==> config.mk <==
export PLATFORM = sky130hd
export DESIGN_NAME = dtsf_ctrl
export DESIGN_NICKNAME = d
export VERILOG_FILES = /design/src/rtl/core/dtsf_pkg.sv /design/src/rtl/core/dtsf_ctrl.sv
export SDC_FILE = /design/constraint.sdc
export NUM_CORES = 1
export LEC_CHECK = 0
export ABC_AREA = 1
export BUFFER_PORTS_ARGS = -buffer_cell sky130_fd_sc_hd__buf_2
export CAP_MARGIN = 30
export CORE_MARGIN = 2
export CORE_UTILIZATION = 35
export DETAILED_ROUTE_END_ITERATION = 10
export PLACE_DENSITY = 0.71
export SYNTH_ARGS = -nofsm -noshare
export SYNTH_HDL_FRONTEND = slang
export SYNTH_SLANG_ARGS = --single-unit
==> constraint.sdc <==
create_clock -name clock -period 1.31 [get_ports clock]
set_input_delay 0.262 -clock clock [delete_from_list [all_inputs] [get_ports clock]]
set_output_delay 0.262 -clock clock [all_outputs]
set_load 0.02 [all_outputs]
==> src/rtl/core/dtsf_pkg.sv <==
`timescale 1ns / 1ps
// Shared types and constants for the depth tested span fill block.
// Used by the datapath, controller and top level; depends on nothing.
package dtsf_pkg;

   localparam int X_W         = 8;
   localparam int ROW_W       = 8;
   localparam int Z_FIELD_W   = 24;
   localparam int COLOR_W     = 32;
   localparam int COUNT_W     = 17;
   localparam int OP_W        = 2;
   localparam int FRAC_W      = 16;
   localparam int REQ_DATA_W  = 104;
   localparam int RSP_DATA_W  = 24;

   typedef enum logic [OP_W-1:0] {
      OP_CLEAR     = 2'd0,
      OP_SET_PIXEL = 2'd1,
      OP_SPAN      = 2'd2
   } opcode_type;

   typedef struct packed {
      logic sweep;
      logic sweep_color;
      logic load;
      logic flip;
      logic set_px;
      logic div_start;
      logic span_init;
      logic issue;
      logic rsp_load;
   } cmd_type;

   typedef struct packed {
      opcode_type op;
      logic       skip;
      logic       div_done;
      logic       x_last;
      logic       sweep_last;
      logic       rsp_busy;
   } status_type;

endpackage

==> src/rtl/core/dtsf_ctrl.sv <==
`timescale 1ns / 1ps
// Controller state machine: reset sweep, word accept, command sequencing.
// Uses dtsf_pkg command and status types; drives dtsf_datapath.
module dtsf_ctrl (
   input  logic                 clock,
   input  logic                 reset,
   input  logic                 req_tvalid,
   output logic                 req_tready,
   input  dtsf_pkg::status_type status,
   output dtsf_pkg::cmd_type    cmd
);

   typedef enum logic [3:0] {
      S_INIT,
      S_IDLE,
      S_PREP,
      S_SETPX,
      S_DIV,
      S_SPAN,
      S_DRAIN,
      S_CLEAR,
      S_FINISH
   } state_type;

   state_type state_ff;
   logic      ready_ff;

   always_comb begin
      cmd = '0;
      case (state_ff)
         S_INIT: begin
            cmd.sweep = 1'b1;
         end
         S_IDLE: begin
            cmd.load = req_tvalid && ready_ff;
         end
         S_PREP: begin
            cmd.flip      = status.op == dtsf_pkg::OP_CLEAR;
            cmd.div_start = (status.op == dtsf_pkg::OP_SPAN) && !status.skip;
         end
         S_SETPX: begin
            cmd.set_px = 1'b1;
         end
         S_DIV: begin
            cmd.span_init = status.div_done;
         end
         S_SPAN: begin
            cmd.issue = 1'b1;
         end
         S_CLEAR: begin
            cmd.sweep       = 1'b1;
            cmd.sweep_color = 1'b1;
         end
         S_FINISH: begin
            cmd.rsp_load = !status.rsp_busy;
         end
         default: begin
            cmd = '0;
         end
      endcase
   end

   always_ff @(posedge clock) begin
      if (reset) begin
         state_ff <= S_INIT;
         ready_ff <= 1'b0;
      end else begin
         case (state_ff)
            S_INIT: begin
               if (status.sweep_last) begin
                  state_ff <= S_IDLE;
                  ready_ff <= 1'b1;
               end
            end
            S_IDLE: begin
               if (req_tvalid && ready_ff) begin
                  state_ff <= S_PREP;
                  ready_ff <= 1'b0;
               end
            end
            S_PREP: begin
               case (status.op)
                  dtsf_pkg::OP_CLEAR:     state_ff <= S_CLEAR;
                  dtsf_pkg::OP_SET_PIXEL: state_ff <= S_SETPX;
                  dtsf_pkg::OP_SPAN:      state_ff <= status.skip ? S_FINISH : S_DIV;
                  default:                state_ff <= S_FINISH;
               endcase
            end
            S_SETPX: begin
               state_ff <= S_FINISH;
            end
            S_DIV: begin
               if (status.div_done) begin
                  state_ff <= S_SPAN;
               end
            end
            S_SPAN: begin
               if (status.x_last) begin
                  state_ff <= S_DRAIN;
               end
            end
            S_DRAIN: begin
               state_ff <= S_FINISH;
            end
            S_CLEAR: begin
               if (status.sweep_last) begin
                  state_ff <= S_FINISH;
               end
            end
            S_FINISH: begin
               if (!status.rsp_busy) begin
                  state_ff <= S_IDLE;
                  ready_ff <= 1'b1;
               end
            end
            default: begin
               state_ff <= S_IDLE;
               ready_ff <= 1'b1;
            end
         endcase
      end
   end

   assign req_tready = ready_ff;

   a_one_word_at_a_time: assert property (@(posedge clock) disable iff (reset)
      (req_tvalid && req_tready) |=> !req_tready)
      else $error("second word taken while busy");

   a_div_done_in_div: assert property (@(posedge clock) disable iff (reset)
      status.div_done |-> (state_ff == S_DIV))
      else $error("divider finished outside divide state");

   a_ready_only_idle: assert property (@(posedge clock) disable iff (reset)
      req_tready |-> (state_ff == S_IDLE))
      else $error("ready outside idle");

endmodule

==> results of run 1 <==
## sequential cells by signal, summed over array words and instances (netlist names)
register / cells
state_ff: 4
req_tready: 1
## metrics by stage
stage               setup slack [ns]  total power, mW   util  instance area, µm²  hold slack, ns
global route                  -0.215             1.70  0.594                 753           0.180
global placement             0.00744             1.13  0.483                 613           0.435
CTS                           -0.145             1.41  0.536                 681           0.189
finish                        -0.149             1.56  0.594                 753           0.192
floorplan                    -0.0132            0.930      -                 480           0.331
detailed placement           -0.0141             1.13  0.483                 613           0.444
## worst paths after layout
check | start | endpoint
worst min-delay path | reset | req_tready
worst max register to register | state_ff[1] | state_ff[2]
worst max-delay path | state_ff[1] | cmd[0]
worst min register to register | req_tready | req_tready
## cells in the mapped netlist
cell and count:
buf_6 1, nand2_1 17, nor2_1 11, o21ai_0 3, nand4_1 1, nor4_1 2, nand3_1 10, nor2_2 3
o21bai_1 1, dfxtp_1 5, nand3_2 1, inv_2 2, nand2_2 2, a21oi_1 8, nor3_1 3, inv_1 12
nor2_4 1
## kinds of logic (layout without fill, tap and decap cells)
family	after synthesis	count (layout)
and+or+nand+nor	51	51
buffers and inverters	15	43
AOI/OAI and AO/OA	12	12
DFF	5	5
## layout make-up
| class | count | area (µm²) |
|---|---|---|
| well taps | 15 | 18.8 |
| fillers | 134 | 515 |
| clock buffers | 4 | 26.3 |
| repair buffers | 25 | 166 |
| inverters | 14 | 62.6 |
| flip-flops and latches | 5 | 115 |
| multi-input cells | 63 | 364 |
## timing repair
action / 4_1_cts / 5_1_grt
hold endpoints to repair: 0 / 0
endpoints found under the setup margin: 9 / 13
setup buffers: 1 / 1
gates resized for setup: 16 / 20
pin swaps: 2 / 2
## power groups by stage
stage               combinational (mW)  sequential (mW)  clock (mW)
floorplan                        0.651            0.280           0
global placement                 0.840            0.285           0
finish                            1.03            0.346       0.190
global route                      1.14            0.355       0.208
detailed placement               0.846            0.287           0
CTS                              0.905            0.317       0.184
## routing by layer
layer | GRT usage | up-vias
li1 | - | 325
met1 | 0.205 | 291
met2 | 0.325 | 20
met3 | 0.0611 | 8
met4 | 0.0583 | 0
met5 | 0 | -
==> results.py, run 1 <==
metrics = {
    "global_routing": {
        "grt_pass1_wl_mm": 2.06,
        "antenna_found_initial": 0,
        "grtUsageTotal": 0.185,
        "grt_max_degree": 10,
        "grt_pass1_vias": 545,
        "gr-total-overflow": 0,
    },
    "sta": {
        "finalCritPeriodShare": 1.11,
        "finalClockSkew_ns": 0.00387,
        "worst_slack_ns": -0.149,
        "relSlewSlack": 0.823,
        "finalHoldViolCount": 0,
        "worst_pin_slew_ns": 0.262,
        "fin_crit_ns": 1.46,
        "tns_ns": -0.667,
        "rsz0062_at_grt": "true",
        "finalSetupViolCount": 9,
        "fmax_ghz": 0.685,
        "finalMaxSlewViolations": 0,
    },
    "synthesis": {
        "synth_cells": 83,
        "synthAdderAreaFrac": 0,
        "yosys-mux-area-fraction": 0,
        "postSynthNetCount": 93,
        "synthSimpleGateAreaFrac": 0.516,
        "synth-seq-cells": 5,
        "synth_area_um2": 468,
        "yosysWarnings": 0,
        "seq_area_frac_synth": 0.214,
        "avgSynthCellArea_um2": 5.64,
        "synth_compound_area_frac": 0.134,
        "synth_top_area_frac": 0.214,
        "yosys.area_share.xor_xnor": 0,
        "yosysTopAreaCell": "dfxtp_1",
        "synth_top_family_by_area": "simple AND/OR/NAND/NOR gates",
        "yosysUniqueCellTypes": 17,
        "ys_top_cells_by_area": "dfxtp_1 (21%), nand2_1 (14%), nand3_1 (11%)",
    },
    "setup_path": {
        "cp.required_ns": 1.05,
        "cp_slowest_stage_delay_ns": 0.37,
        "critPathKind": "flip-flop to output port",
        "r2r_cells": 8,
        "critical_path_depth": 3,
        "startpoint_type": "flip-flop",
        "cp_top_family": "flip-flops",
        "worstPathMaxFanout": 7,
        "crit_path_end_kind": "output port",
        "arrival_ns": 1.20,
        "critPathBufInv": 2,
        "path_cells": "buf_6 -> nor4_2 -> buf_2",
        "slowest_stage": "dfxtp_4",
        "rrSetupSlack_ns": 0.01,
    },
    "placed_design": {
        "gp_congestion": 0.785,
        "io_buffers": 19,
        "dp.cells": 120,
        "dpl.hpwl_um": 973,
    },
    "finish": {
        "final_layout_size_suffix_gt1_frac": 0.486,
        "synthToLayoutAreaGrowth_pct": 61.0,
        "fin_nets": 122,
        "final_cell_mix": "buf_2 (13), nand2_1 (12), inv_1 (10), nand3_1 (10)",
        "final_common_cell": "buf_2",
        "stdcell_count": 126,
        "diodes": 0,
    },
    "floorplanning": {
        "io_pins": 20,
        "dieWidth_um": 40.6,
        "core_mm2": 0.00127,
        "die_y_um": 40.6,
        "dieArea_mm2": 0.00165,
        "floorplan.rows": 13,
        "start_util": 0.369,
    },
    "cts": {
        "clock_latency_ns": 0.25,
        "cts_root_buffer": "clkbuf_4",
        "cts_tree": "done",
        "path_clk_slew_ns": 0.05,
        "holdBufCountCts": 0,
        "numCtsBuffers": 3,
        "clock_sinks": 5,
        "clk_path_buf_depth": 2,
        "htree_num_levels": 1,
    },
    "route": {
        "top_layer_used": "met4",
        "met1Wirelength_um": 619,
        "viasPerCell": 5.11,
        "dr_wl_met3_um": 63,
        "dr.pass1.iters": 4,
        "drc_errors": 0,
        "vias": 644,
        "detail-route-antenna-nets": 0,
        "totalWireLength_mm": 1.49,
        "wl_met2_um": 765,
        "avgRoutedWirePerCell_um": 11.8,
        "drt-initial-drc-count": 15,
    },
    "job": {
        "maxCapViolations": 0,
    },
    "power": {
        "combPwrFrac": 0.657,
        "p_seq_frac": 0.221,
        "p_int_mw": 0.745,
        "power_density_mw_per_mm2": 2070,
        "power_leakage_nw": 0.401,
        "p_switching_mw": 0.817,
        "peakVddDrop_v": 0.000894,
        "swShare": 0.523,
        "clkPwrFrac": 0.121,
    },
    "worst_hold_path": {
        "min_path_type": "primary input to flip-flop",
        "whs_path_depth": 2,
    },
    "status": {
        "violations": "setup timing",
        "status": "complete, but fails checks",
    },
}
No activity file was read; power rests on OpenSTA's default activity.
==> inputs of run 2 (changes only) <==
--- a/config.mk
+++ b/config.mk
@@ -8,10 +8,12 @@
 export ABC_AREA = 1
 export BUFFER_PORTS_ARGS = -buffer_cell sky130_fd_sc_hd__buf_2
 export CAP_MARGIN = 30
+export CELL_PAD_IN_SITES_DETAIL_PLACEMENT = 1
+export CELL_PAD_IN_SITES_GLOBAL_PLACEMENT = 1
 export CORE_MARGIN = 2
-export CORE_UTILIZATION = 35
+export CORE_UTILIZATION = 28
 export DETAILED_ROUTE_END_ITERATION = 10
-export PLACE_DENSITY = 0.71
+export PLACE_DENSITY = 0.83
 export SYNTH_ARGS = -nofsm -noshare
 export SYNTH_HDL_FRONTEND = slang
 export SYNTH_SLANG_ARGS = --single-unit
==> run 2 against run 1 <==
The flow still finishes with violations (setup timing). Sequential power is 7.2% higher. Setup slack lost 0.042 ns. Core utilization fell by 3.9 points. Cell area up 13%. Hold slack worse by 0.011 ns. Cell count grew 6.3%. Largest power group unchanged.
==> results.py, run 2 (same netlist as run 1, synthesis figures left out) <==
metrics = {
    "cts": {
        "cts_tree": "done",
        "clk_path_buf_depth": 2,
        "htree_num_levels": 1,
        "cts_root_buffer": "clkbuf_4",
        "path_clk_slew_ns": 0.05,
        "holdBufCountCts": 0,
        "clock_latency_ns": 0.25,
        "clock_sinks": 5,
        "numCtsBuffers": 3,
    },
    "floorplanning": {
        "floorplan.rows": 14,
        "die_y_um": 44.9,
        "io_pins": 20,
        "dieWidth_um": 44.9,
        "core_mm2": 0.00154,
        "dieArea_mm2": 0.00201,
        "start_util": 0.304,
    },
    "route": {
        "drc_errors": 0,
        "totalWireLength_mm": 2.20,
        "viasPerCell": 5.01,
        "avgRoutedWirePerCell_um": 16.4,
        "drt-initial-drc-count": 0,
        "vias": 671,
        "detail-route-antenna-nets": 0,
        "dr.pass1.iters": 1,
    },
    "finish": {
        "regMostFlops": "state_ff",
        "final_common_cell": "buf_4",
        "largest_reg_flops": 4,
        "diodes": 0,
        "post-route-util": 0.554,
        "fin_nets": 129,
        "synthToLayoutAreaGrowth_pct": 82.6,
        "final_cell_mix": "buf_4 (15), nand2_1 (13), buf_2 (13), inv_1 (10), nand3_1 (10)",
        "final_layout_size_suffix_gt1_frac": 0.517,
    },
    "power": {
        "p_seq_frac": 0.201,
        "power_leakage_nw": 0.440,
        "p_switching_mw": 0.976,
        "power_density_mw_per_mm2": 2160,
        "clkPwrFrac": 0.106,
        "swShare": 0.529,
        "total_power_mw": 1.84,
        "peakVddDrop_v": 0.000884,
        "p_int_mw": 0.868,
        "combPwrFrac": 0.693,
    },
    "sta": {
        "fmax_ghz": 0.666,
        "finalMaxSlewViolations": 0,
        "finalHoldViolCount": 0,
        "rsz0062_at_grt": "true",
        "whs_ns": 0.180,
        "finalClockSkew_ns": 0.00125,
        "fin_crit_ns": 1.50,
        "finalSetupViolCount": 13,
        "tns_ns": -1.47,
        "relSlewSlack": 0.792,
        "finalCritPeriodShare": 1.15,
        "worst_slack_ns": -0.191,
        "worst_pin_slew_ns": 0.309,
    },
    "global_routing": {
        "grt_pass1_vias": 729,
        "busiest_layer": "met2",
        "antenna_found_initial": 0,
        "grt_pass1_wl_mm": 3.20,
        "grt_max_degree": 10,
        "use_met1": 0.237,
        "grtUsageTotal": 0.232,
        "gr-total-overflow": 0,
        "grt_util_met2": 0.435,
        "met3_usage": 0.0800,
    },
    "setup_path": {
        "slowest_stage": "dfxtp_4",
        "cp_top_family": "flip-flops",
        "cp_slowest_stage_delay_ns": 0.39,
        "critPathBufInv": 2,
        "startpoint_type": "flip-flop",
        "arrival_ns": 1.24,
        "r2r-start": "state_ff[2]",
        "regToRegEndpoint": "state_ff[1]",
        "path_cells": "buf_4 -> nor4_4 -> buf_4",
        "r2r_cells": 8,
        "cp.required_ns": 1.05,
        "critPathKind": "flip-flop to output port",
        "worstPathMaxFanout": 7,
        "critical_path_depth": 3,
        "crit_path_end_kind": "output port",
        "rrSetupSlack_ns": -0.03,
        "cp_common_cell": "buf_4",
    },
    "job": {
        "maxCapViolations": 0,
    },
    "status": {
        "status": "complete, but fails checks",
        "violations": "setup timing",
    },
    "placed_design": {
        "io_buffers": 19,
        "dpl.hpwl_mm": 1.31,
        "gp_congestion": 0.770,
    },
    "worst_hold_path": {
        "min-delay-start": "reset",
        "min_to": "req_tready",
        "whs_path_depth": 2,
        "min_path_type": "primary input to flip-flop",
    },
}
==> run 2: cell type report <==
cell class                      instances  area (µm²)
Timing Repair Buffer                   32         223
Tap cell                               16        20.0
Clock buffer                            4        26.3
Fill cell                             215         687
Inverter                               14        67.6
Multi-Input combinational cell         63         403
Sequential cell                         5         115
==> run 2: how the worst max path moves through the flow <==
stage | start | to | slack [ns]
2_1_floorplan | state_ff[3] | cmd[3] | -0.01
3_3_place_gp | state_ff[3] | cmd[5] | 0.01
3_5_place_dp | state_ff[0] | cmd[6] | -0.06
4_1_cts | state_ff[0] | cmd[5] | -0.15
5_1_grt | state_ff[1] | cmd[2] | -0.24
6_report | state_ff[1] | cmd[2] | -0.19
==> run 2: worst reg2reg max path, cell delays in order (launching register included) <==
cell     delay [ns]
dfxtp_4        0.40
inv_4          0.06
buf_4          0.13
nor2_2         0.12
nand3_1        0.12
nand2_2        0.11
nor2_4         0.06
a21oi_1        0.15
nor2_1         0.06
==> run 2: routing by layer <==
metal  up-vias  wire length (µm)
li1        338                 -
met1       317               870
met3         4                53
met4         0                32
met2        12              1240
met5         -                 0
==> run 2: stage by stage <==
step / cells / instance area, µm² / worst slack (ns)
finish: 134 / 855 / -0.191
global route: 134 / 855 / -0.237
CTS: 132 / 785 / -0.152
detailed placement: 122 / 622 / -0.0578
global placement: 122 / 622 / 0.0137
floorplan: 83 / 480 / -0.0132
==> run 2: what timing repair did <==
action | 4_1_cts | 5_1_grt
endpoints found under the setup margin | 10 | 14
gates resized for setup | 33 | 12
pin swaps | 3 | 3
cloned | 0 | 0
buffers inserted | 6 | 2
==> run 2: power groups by stage <==
stage,Clock (mW),Combinational (mW),Sequential [mW]
final,0.195,1.28,0.371
after global routing,0.205,1.39,0.387
after CTS,0.190,1.11,0.337
after floorplan,0,0.651,0.280
after detailed placement,0,0.915,0.290
after global placement,0,0.871,0.284
